==> config.mk <==
export PLATFORM = sky130hd
export DESIGN_NAME = seven_segment_scan_display_flat
export DESIGN_NICKNAME = d
export VERILOG_FILES = /design/src/sv/ssd_pkg.sv /design/src/sv/ssd_in_if.sv /design/src/sv/ssd_out_if.sv /design/src/sv/ssd_seg_buffer.sv /design/src/sv/seven_segment_scan_display.sv /design/src/flat_wrapper.sv
export VERILOG_INCLUDE_DIRS = /design/src /design/src/sv
export SDC_FILE = /design/constraint.sdc
export NUM_CORES = 1
export LEC_CHECK = 0
export BUFFER_PORTS_ARGS = -buffer_cell sky130_fd_sc_hd__buf_2
export CAP_MARGIN = 20
export CORE_UTILIZATION = 30
export CTS_CLUSTER_SIZE = 8
export DETAILED_ROUTE_END_ITERATION = 7
export PLACE_DENSITY = 0.56
export SYNTH_ARGS = -nofsm -noshare
export SYNTH_HDL_FRONTEND = slang
export SYNTH_SLANG_ARGS = --single-unit
==> constraint.sdc <==
create_clock -name clk -period 9.4 [get_ports clk]
set_input_delay 0.47 -clock clk [delete_from_list [all_inputs] [get_ports clk]]
set_output_delay 0.47 -clock clk [all_outputs]
set_load 0.02 [all_outputs]
==> src/sv/seven_segment_scan_display_macros.svh <==
// Assertion macros for the seven-segment scan display block.
`ifndef SEVEN_SEGMENT_SCAN_DISPLAY_MACROS_SVH
`define SEVEN_SEGMENT_SCAN_DISPLAY_MACROS_SVH

// Same-cycle implication, sampled on clk, off while rst_n is low.
`define SSD_ASSERT_NOW(label, ante, cons) \
    label: assert property (@(posedge clk) disable iff (!rst_n) (ante) |-> (cons)) \
        else $error("ssd assertion failed");

// Next-cycle implication, sampled on clk, off while rst_n is low.
`define SSD_ASSERT_NEXT(label, ante, cons) \
    label: assert property (@(posedge clk) disable iff (!rst_n) (ante) |=> (cons)) \
        else $error("ssd assertion failed");

`endif

==> src/sv/ssd_pkg.sv <==
// Shared types, constants and functions of the seven-segment scan display.
`default_nettype none

package ssd_pkg;

    localparam int NUM_DIGITS_DEF = 8;
    localparam int MAX_DIGITS     = 8;
    localparam int VALUE_W        = 16;
    localparam int HALF_W         = VALUE_W / 2;
    localparam int SEL_W          = 3;
    localparam int SEG_W          = 8;
    localparam int BCD_DIGITS     = 5;
    localparam int BCD_W          = 4 * BCD_DIGITS;

    localparam logic [SEG_W-1:0] UNIT_GLYPH = 8'h3e;
    localparam logic [SEG_W-1:0] POINT_BIT  = 8'h80;

    typedef enum logic {
        ACT_TICK = 1'b0,
        ACT_LOAD = 1'b1
    } action_t;

    // Segment pattern of one decimal digit, a..g in bits 0..6.
    function automatic logic [SEG_W-1:0] digit_glyph(input logic [3:0] dig);
        logic [SEG_W-1:0] g;
        case (dig)
            4'd0:    g = 8'h3f;
            4'd1:    g = 8'h06;
            4'd2:    g = 8'h5b;
            4'd3:    g = 8'h4f;
            4'd4:    g = 8'h66;
            4'd5:    g = 8'h6d;
            4'd6:    g = 8'h7d;
            4'd7:    g = 8'h07;
            4'd8:    g = 8'h7f;
            4'd9:    g = 8'h6f;
            default: g = 8'h00;
        endcase
        return g;
    endfunction

    // Eight shift-and-add-3 steps: shifts one byte, MSB first, into a BCD accumulator.
    function automatic logic [BCD_W-1:0] dabble_byte(input logic [BCD_W-1:0] bcd_in,
                                                     input logic [HALF_W-1:0] bits_in);
        logic [BCD_W-1:0] acc;
        acc = bcd_in;
        for (int b = HALF_W - 1; b >= 0; b--) begin
            for (int d = 0; d < BCD_DIGITS; d++) begin
                if (acc[4*d +: 4] >= 4'd5) begin
                    acc[4*d +: 4] = acc[4*d +: 4] + 4'd3;
                end
            end
            acc = {acc[BCD_W-2:0], bits_in[b]};
        end
        return acc;
    endfunction

endpackage

`default_nettype wire

==> src/sv/ssd_in_if.sv <==
// Command channel: scan tick or load of a new value.
`default_nettype none

interface ssd_in_if;
    logic                             valid;
    logic                             ready;
    ssd_pkg::action_t                 action;
    logic [ssd_pkg::VALUE_W-1:0]      value;

    modport source (output valid, action, value, input ready);
    modport sink   (input valid, action, value, output ready);
endinterface

`default_nettype wire

==> src/sv/ssd_out_if.sv <==
// Scan channel: digit position and its segment byte.
`default_nettype none

interface ssd_out_if;
    logic                             valid;
    logic                             ready;
    logic [ssd_pkg::SEL_W-1:0]        digit_select;
    logic [ssd_pkg::SEG_W-1:0]        segments;

    modport source (output valid, digit_select, segments, input ready);
    modport sink   (input valid, digit_select, segments, output ready);
endinterface

`default_nettype wire

==> src/sv/ssd_seg_buffer.sv <==
// Segment buffer: builds glyphs with leading-zero blanking from BCD and serves scan reads.
`default_nettype none

module ssd_seg_buffer #(
    parameter int NUM_DIGITS = ssd_pkg::NUM_DIGITS_DEF
) (
    input  wire                                             clk,
    input  wire                                             rst_n,
    input  wire                                             wr_en,
    input  wire  [ssd_pkg::BCD_W-1:0]                       bcd,
    input  wire  [((NUM_DIGITS > 1) ? $clog2(NUM_DIGITS) : 1)-1:0] rd_pos,
    output logic [ssd_pkg::SEG_W-1:0]                       rd_seg
);

    // digit 0 holds the unit glyph, so only MAX_DIGITS-1 decimal digits are ever read
    localparam int EXT_W = 4 * (ssd_pkg::MAX_DIGITS - 1);

    logic [ssd_pkg::SEG_W-1:0] buf_reg  [NUM_DIGITS];
    logic [ssd_pkg::SEG_W-1:0] buf_next [NUM_DIGITS];
    logic [EXT_W-1:0]          bcd_ext;

    assign bcd_ext = EXT_W'(bcd);

    // Digit k shows decimal digit k-1; walk down from the top to find the first nonzero.
    always_comb
    begin
        logic       seen;
        logic [3:0] dig;
        seen        = 1'b0;
        dig         = 4'd0;
        buf_next[0] = ssd_pkg::UNIT_GLYPH;
        for (int k = NUM_DIGITS - 1; k >= 1; k--) begin
            dig         = bcd_ext[4*(k-1) +: 4];
            seen        = seen || (dig != 4'd0) || (k == 1);
            buf_next[k] = seen ? ssd_pkg::digit_glyph(dig) : '0;
        end
        // point on digit 2 even when blanked
        buf_next[2] = buf_next[2] | ssd_pkg::POINT_BIT;
    end

    always_ff @(posedge clk or negedge rst_n)
    begin
        if (!rst_n)
        begin
            for (int i = 0; i < NUM_DIGITS; i++) begin
                buf_reg[i] <= '0;
            end
        end
        else if (wr_en)
        begin
            for (int i = 0; i < NUM_DIGITS; i++) begin
                buf_reg[i] <= buf_next[i];
            end
        end
    end

    assign rd_seg = buf_reg[rd_pos];

endmodule

`default_nettype wire

==> src/sv/seven_segment_scan_display.sv <==
// Seven-segment scan display: command pipeline, BCD conversion and scan output.
//
// Channels: cmd (sink) carries action and value; a load item (action = 1)
// converts value to decimal and rebuilds the segment buffer, a tick item
// (action = 0) produces one scan item with digit_select and segments, then
// advances the scan position 0 .. NUM_DIGITS-1, wrapping to 0.
// Digit 0 shows the unit glyph, digits 1 and up the decimal digits with
// leading zeros blanked down to digit 2; digit 2 always has the point.
// A tick item passes the input register, the conversion register and the
// result register, in that order, on its way to scan. A load item
// produces nothing on scan and affects every tick accepted after it.
// Throughput: one item per cycle; the binary-to-BCD conversion is split in
// two halves of eight shift-and-add-3 steps, one per pipeline stage.
// When scan stalls, the result register holds and the stages fill up; cmd
// ready drops only once every stage holds an item that cannot move.
// Reset: all stages empty, segment buffer all zero, scan position 0.
`default_nettype none
`include "seven_segment_scan_display_macros.svh"

module seven_segment_scan_display #(
    parameter int NUM_DIGITS = ssd_pkg::NUM_DIGITS_DEF
) (
    input wire        clk,
    input wire        rst_n,
    ssd_in_if.sink    cmd,
    ssd_out_if.source scan
);

    localparam int IDX_W = (NUM_DIGITS > 1) ? $clog2(NUM_DIGITS) : 1;

    // stage 0: accepted item
    logic                              s0_valid_reg;
    ssd_pkg::action_t                  s0_action_reg;
    logic [ssd_pkg::VALUE_W-1:0]       s0_value_reg;
    // stage 1: upper byte converted, lower byte pending
    logic                              s1_valid_reg;
    ssd_pkg::action_t                  s1_action_reg;
    logic [ssd_pkg::BCD_W-1:0]         s1_bcd_reg;
    logic [ssd_pkg::HALF_W-1:0]        s1_low_reg;
    // result register
    logic                              out_valid_reg;
    logic [ssd_pkg::SEL_W-1:0]         out_sel_reg;
    logic [ssd_pkg::SEG_W-1:0]         out_seg_reg;

    logic [IDX_W-1:0]                  scan_pos_reg;
    logic [IDX_W-1:0]                  scan_pos_next;

    logic                              out_free;
    logic                              s1_is_load;
    logic                              s1_fire;
    logic                              s1_free;
    logic                              s0_free;
    logic                              s0_move;
    logic                              cmd_fire;
    logic                              load_fire;
    logic                              tick_fire;
    logic [ssd_pkg::BCD_W-1:0]         full_bcd;
    logic [ssd_pkg::SEG_W-1:0]         rd_seg;

    assign out_free   = !out_valid_reg || scan.ready;
    assign s1_is_load = (s1_action_reg == ssd_pkg::ACT_LOAD);
    // a load never needs the result register
    assign s1_fire    = s1_valid_reg && (s1_is_load || out_free);
    assign s1_free    = !s1_valid_reg || s1_fire;
    assign s0_free    = !s0_valid_reg || s1_free;
    assign s0_move    = s0_valid_reg && s1_free;
    assign cmd.ready  = s0_free;
    assign cmd_fire   = cmd.valid && s0_free;
    assign load_fire  = s1_fire && s1_is_load;
    assign tick_fire  = s1_fire && !s1_is_load;

    assign full_bcd   = ssd_pkg::dabble_byte(s1_bcd_reg, s1_low_reg);

    always_comb
    begin
        if (scan_pos_reg == IDX_W'(NUM_DIGITS - 1))
        begin
            scan_pos_next = '0;
        end
        else
        begin
            scan_pos_next = scan_pos_reg + 1'b1;
        end
    end

    ssd_seg_buffer #(
        .NUM_DIGITS (NUM_DIGITS)
    ) u_seg_buffer (
        .clk    (clk),
        .rst_n  (rst_n),
        .wr_en  (load_fire),
        .bcd    (full_bcd),
        .rd_pos (scan_pos_reg),
        .rd_seg (rd_seg)
    );

    always_ff @(posedge clk or negedge rst_n)
    begin
        if (!rst_n)
        begin
            s0_valid_reg  <= 1'b0;
            s1_valid_reg  <= 1'b0;
            out_valid_reg <= 1'b0;
            scan_pos_reg  <= '0;
        end
        else
        begin
            if (s0_free)
            begin
                s0_valid_reg <= cmd.valid;
            end
            if (s1_free)
            begin
                s1_valid_reg <= s0_valid_reg;
            end
            if (out_free)
            begin
                out_valid_reg <= tick_fire;
            end
            if (tick_fire)
            begin
                scan_pos_reg <= scan_pos_next;
            end
        end
    end

    always_ff @(posedge clk)
    begin
        if (cmd_fire)
        begin
            s0_action_reg <= cmd.action;
            s0_value_reg  <= cmd.value;
        end
        if (s0_move)
        begin
            s1_action_reg <= s0_action_reg;
            s1_bcd_reg    <= ssd_pkg::dabble_byte('0,
                                 s0_value_reg[ssd_pkg::VALUE_W-1:ssd_pkg::HALF_W]);
            s1_low_reg    <= s0_value_reg[ssd_pkg::HALF_W-1:0];
        end
        if (tick_fire)
        begin
            out_sel_reg <= ssd_pkg::SEL_W'(scan_pos_reg);
            out_seg_reg <= rd_seg;
        end
    end

    assign scan.valid        = out_valid_reg;
    assign scan.digit_select = out_sel_reg;
    assign scan.segments     = out_seg_reg;

    `SSD_ASSERT_NEXT(a_tick_lands_in_result, tick_fire,
        scan.valid && (scan.digit_select == ssd_pkg::SEL_W'($past(scan_pos_reg))))
    `SSD_ASSERT_NEXT(a_pos_moves_on_tick_only, !tick_fire, $stable(scan_pos_reg))
    `SSD_ASSERT_NOW(a_stall_only_when_full, !cmd.ready, s0_valid_reg && s1_valid_reg)

endmodule

`default_nettype wire
==> src/flat_wrapper.sv <==
// flat-port wrapper written by rule: the top's interface ports become plain ports
module seven_segment_scan_display_flat 
#(
    parameter int NUM_DIGITS = ssd_pkg::NUM_DIGITS_DEF
)
  (clk, rst_n, cmd_valid, cmd_action, cmd_value, cmd_ready, scan_valid, scan_digit_select, scan_segments, scan_ready);
  ssd_in_if cmd_i ();
  ssd_out_if scan_i ();
  input wire clk;
  input wire rst_n;
  input wire logic [$bits(cmd_i.valid)-1:0] cmd_valid;
  input wire logic [$bits(cmd_i.action)-1:0] cmd_action;
  input wire logic [$bits(cmd_i.value)-1:0] cmd_value;
  output wire logic [$bits(cmd_i.ready)-1:0] cmd_ready;
  output wire logic [$bits(scan_i.valid)-1:0] scan_valid;
  output wire logic [$bits(scan_i.digit_select)-1:0] scan_digit_select;
  output wire logic [$bits(scan_i.segments)-1:0] scan_segments;
  input wire logic [$bits(scan_i.ready)-1:0] scan_ready;
  assign cmd_i.valid = cmd_valid;
  assign cmd_i.action = cmd_action;
  assign cmd_i.value = cmd_value;
  assign cmd_ready = cmd_i.ready;
  assign scan_valid = scan_i.valid;
  assign scan_digit_select = scan_i.digit_select;
  assign scan_segments = scan_i.segments;
  assign scan_i.ready = scan_ready;
  seven_segment_scan_display #(.NUM_DIGITS(NUM_DIGITS)) u_core (.clk(clk), .rst_n(rst_n), .cmd(cmd_i), .scan(scan_i));
endmodule
==> insert_results.sql <==
INSERT INTO impl_metrics (metric_group, metric, value, unit) VALUES
('route', 'drt.antenna.violating_nets', '0', ''),
('critical_path', 'required_time_at_the_endpoint_of_the_critical_path', '9.69', 'ns'),
('sta', 'clock_skew', '0.008555', 'ns'),
('sta', 'fin_crit', '8.617', 'ns'),
('final_layout', 'multiInputGateArea', '0.006177', 'sq mm'),
('final_layout', 'diodes', '0', ''),
('critical_path', 'worst_path_most_repeated_cell', 'sky130_fd_sc_hd__ha_1', ''),
('final_layout', 'layout-area-overhead-vs-synth', '10.63', '%'),
('outcome', 'run_status', 'completed', ''),
('critical_path', 'worst_path_max_delay_cell', 'sky130_fd_sc_hd__edfxtp_1', ''),
('final_layout', 'drive_above_1_share', '14.85', '%'),
('critical_path', 'endpoint_kind', 'flip-flop', ''),
('synth', 'synth_area_in_compound_gates', '28.42', '%'),
('grt', 'grt_max_degree', '45', ''),
('sta', 'worst_slew_pin_slew', '0.9504', 'ns'),
('grt', 'grt_util_all_layers', '12.47', '%'),
('synth', 'synth_top_cells_by_area', 'sky130_fd_sc_hd__edfxtp_1 16%, sky130_fd_sc_hd__dfrtp_1 12%, sky130_fd_sc_hd__ha_1 10%', ''),
('final_layout', 'largest_register_ffs', '36', ''),
('placement', 'dp.cells', '1432', ''),
('route', 'postRouteWirelength', '18750', 'um'),
('synth', 'synth_adder_area_share', '10.12', '%'),
('floorplan', 'io-pin-count', '34', ''),
('min_path', 'hold_path_class', 'in2async', ''),
('sta', 'slew_viol_final', '0', ''),
('sta', 'fin_crit_sh', '91.67', '%'),
('route', 'drtPass1Iterations', '5', ''),
('clock_tree', 'cts_tree', 'built', ''),
('synth', 'synthesis.yosys.warnings', '0', ''),
('synth', 'synth-xor-area-share', '2.109', '%'),
('synth', 'post_synth_and_or_nand_nor_area_fraction', '19.66', '%'),
('critical_path', 'timing.critical_path.from_type', 'flip-flop', ''),
('clock_tree', 'tritoncts.num_buffers', '9', ''),
('synth', 'dominant_combinational_cell_family_by_area_after_synthesis', 'compound AO/OA/AOI/OAI gates', ''),
('clock_tree', 'cts_hold_repair.buffers', '0', ''),
('sta', 'timing.final.setup_violations', '0', ''),
('floorplan', 'coreArea', '0.02964', 'sq mm'),
('synth', 'yosys.area.top_type', 'sky130_fd_sc_hd__edfxtp_1', ''),
('synth', 'synth_seq_cells', '89', ''),
('critical_path', 'worst_setup_path_startpoint', 'u_core.s1_bcd_reg[0]$_DFFE_PP_', ''),
('route', 'routed_wire_length_per_instance', '12.89', 'um'),
('floorplan', 'die_h', '175.4', 'um'),
('synth', 'synthesized_cell_area', '0.009017', 'sq mm'),
('synth', 'ys_top_cells_by_count', '81 x sky130_fd_sc_hd__nand2_1, 72 x sky130_fd_sc_hd__a21oi_1, 72 x sky130_fd_sc_hd__ha_1', ''),
('route', 'drc_errors', '0', ''),
('floorplan', 'placement_rows', '63', ''),
('grt', 'grt_overflow', '0', ''),
('synth', 'post-synth-top-area-fraction', '15.65', '%'),
('synth', 'synthesis.area_per_instance', '8.696', 'sq um'),
('critical_path', 'reg2reg_from', 'u_core.s1_bcd_reg[0]$_DFFE_PP_', ''),
('final_layout', 'final-instance-count-excl-fill', '1454', ''),
('sta', 'maxSlewHeadroom', '36.64', '%'),
('placement', 'dp.final_hpwl', '14210', 'um'),
('critical_path', 'crit_arrival', '8.91', 'ns'),
('grt', 'vias_in_the_first_global_route', '6915', ''),
('synth', 'yosysMostFrequentCell', 'sky130_fd_sc_hd__nand2_1', ''),
('synth', 'synth_enable_flop_cells', '47', ''),
('critical_path', 'timing_worst_setup_path_type', 'reg2reg', ''),
('grt', 'grt_first_pass_wirelength', '32130', 'um'),
('synth', 'synth_cells', '1037', ''),
('sta', 'unrepaired_setup_endpoints_after_global_routing', 'no', ''),
('floorplan', 'die_width', '175.4', 'um'),
('route', 'detail_route.iter0.violations', '419', ''),
('placement', 'io_buffers', '33', ''),
('clock_tree', 'cts_num_sinks', '89', ''),
('clock_tree', 'clock_tree.htree_level_count', '3', ''),
('synth', 'synth_async_sr_flop_share', '47.19', '%'),
('synth', 'syn-num-nets', '1130', ''),
('clock_tree', 'clk-insertion-delay-late', '0.36', 'ns'),
('grt', 'antenna_found_initial', '0', ''),
('synth', 'synth_sequential_area_ratio', '27.31', '%'),
('final_layout', 'nets', '1152', '');
## cell type report
| cell class | count | share of cell area [%] |
|---|---|---|
| timing repair buffer | 48 | 2.860 |
| clock buffer | 9 | 2.258 |
| tap | 390 | 4.892 |
| inverter | 72 | 2.709 |
| clock inverter | 7 | 0.6773 |
| multi-input combinational | 839 | 61.92 |
| sequential | 89 | 24.68 |
## cell families after synthesis
group / count (synthesis)
buf+inv: 109
flops: 89
xor+xnor: 20
simple gates: 345
fa+ha+maj: 73
mux: 58
compound gates: 343
## routing by layer
metal | track usage (%) | vias up | share of wire, %
li1 | - | 3932 | -
met1 | 16.35 | 3555 | 50
met2 | 20.82 | 90 | 46
met3 | 1.926 | 15 | 2.2
met4 | 4.239 | 0 | 1.4
met5 | 0 | - | 0
## final timing paths
path / depth (start not counted) / to / slack (ns)
worst max-delay path: 39 / u_core.u_seg_buffer.buf_reg[37]$_DFFE_PN0P_ / 0.78
worst min-delay path: 1 / u_core.scan_pos_reg[2]$_DFFE_PN0P_ / 0.24
worst max register to register: 39 / u_core.u_seg_buffer.buf_reg[37]$_DFFE_PN0P_ / 0.78
worst min register to register: 0 / u_core.s1_low_reg[4]$_DFFE_PP_ / 0.42
max in group asynchronous: 1 / u_core.u_seg_buffer.buf_reg[30]$_DFFE_PN0P_ / 8.56
min in group clk: 1 / u_core.s0_value_reg[11]$_DFFE_PP_ / 0.27
## per-stage QoR
stage | area (sq um) | hold WS (ns) | worst slack [ns] | utilization, %
3_3_place_gp | 9587 | 0.4028 | 0.5016 | 32.35
5_1_grt | 9976 | 0.2579 | 0.07261 | 33.66
2_1_floorplan | 9017 | 0.1744 | 1.429 | -
3_5_place_dp | 9587 | 0.4045 | 0.3474 | 32.35
6_report | 9976 | 0.2436 | 0.7826 | 33.66
4_1_cts | 9879 | 0.2573 | 0.3446 | 33.33
## layout by cell type (no fill, tap or decap), types with 6 or more instances in the layout
| master | n |
|---|---|
| sky130_fd_sc_hd__nand2_1 | 81 |
| sky130_fd_sc_hd__ha_1 | 72 |
| sky130_fd_sc_hd__nor2_1 | 71 |
| sky130_fd_sc_hd__a21oi_1 | 69 |
| sky130_fd_sc_hd__inv_1 | 67 |
| sky130_fd_sc_hd__o21ai_0 | 53 |
| sky130_fd_sc_hd__edfxtp_1 | 47 |
| sky130_fd_sc_hd__dfrtp_1 | 42 |
| sky130_fd_sc_hd__nor3_1 | 37 |
| sky130_fd_sc_hd__mux2i_1 | 36 |
| sky130_fd_sc_hd__buf_2 | 33 |
| sky130_fd_sc_hd__nand2b_1 | 28 |
| sky130_fd_sc_hd__nand3_1 | 21 |
| sky130_fd_sc_hd__o21ai_1 | 20 |
| sky130_fd_sc_hd__and2_1 | 18 |
| sky130_fd_sc_hd__a211oi_1 | 15 |
| sky130_fd_sc_hd__xnor2_1 | 15 |
| sky130_fd_sc_hd__buf_4 | 14 |
| sky130_fd_sc_hd__nor2b_1 | 12 |
| sky130_fd_sc_hd__a211o_1 | 12 |
| sky130_fd_sc_hd__mux2_2 | 11 |
| sky130_fd_sc_hd__and3_1 | 10 |
| sky130_fd_sc_hd__o211ai_1 | 10 |
| sky130_fd_sc_hd__a31oi_1 | 10 |
| sky130_fd_sc_hd__or3_1 | 9 |
| sky130_fd_sc_hd__o21a_1 | 9 |
| sky130_fd_sc_hd__a21boi_0 | 9 |
| sky130_fd_sc_hd__clkbuf_16 | 9 |
| sky130_fd_sc_hd__a21o_1 | 8 |
| sky130_fd_sc_hd__o31ai_1 | 8 |
| sky130_fd_sc_hd__a22o_1 | 8 |
| sky130_fd_sc_hd__or2_2 | 7 |
| sky130_fd_sc_hd__or2_1 | 7 |
| sky130_fd_sc_hd__a211oi_2 | 6 |
| sky130_fd_sc_hd__o21bai_1 | 6 |
| sky130_fd_sc_hd__o22ai_1 | 6 |
## repair_timing
item,4_1_cts,5_1_grt
endpoints found under the setup margin,0,20
setup buffers,0,5
gates resized for setup,0,9
## worst max-delay path, delay by kind of cell, from the launching register on
family                   cells  cell delay [ns]
flip-flops                   1             0.46
AO/OA/AOI/OAI               15             3.89
multiplexers                 1             0.14
AND/OR/NAND/NOR              8             1.39
adder cells (fa/ha/maj)      9             2.10
buffers and inverters        6             0.56
Power is not shown: default switching activity piles up to over one toggle a cycle in this logic, so the estimate is an artifact.
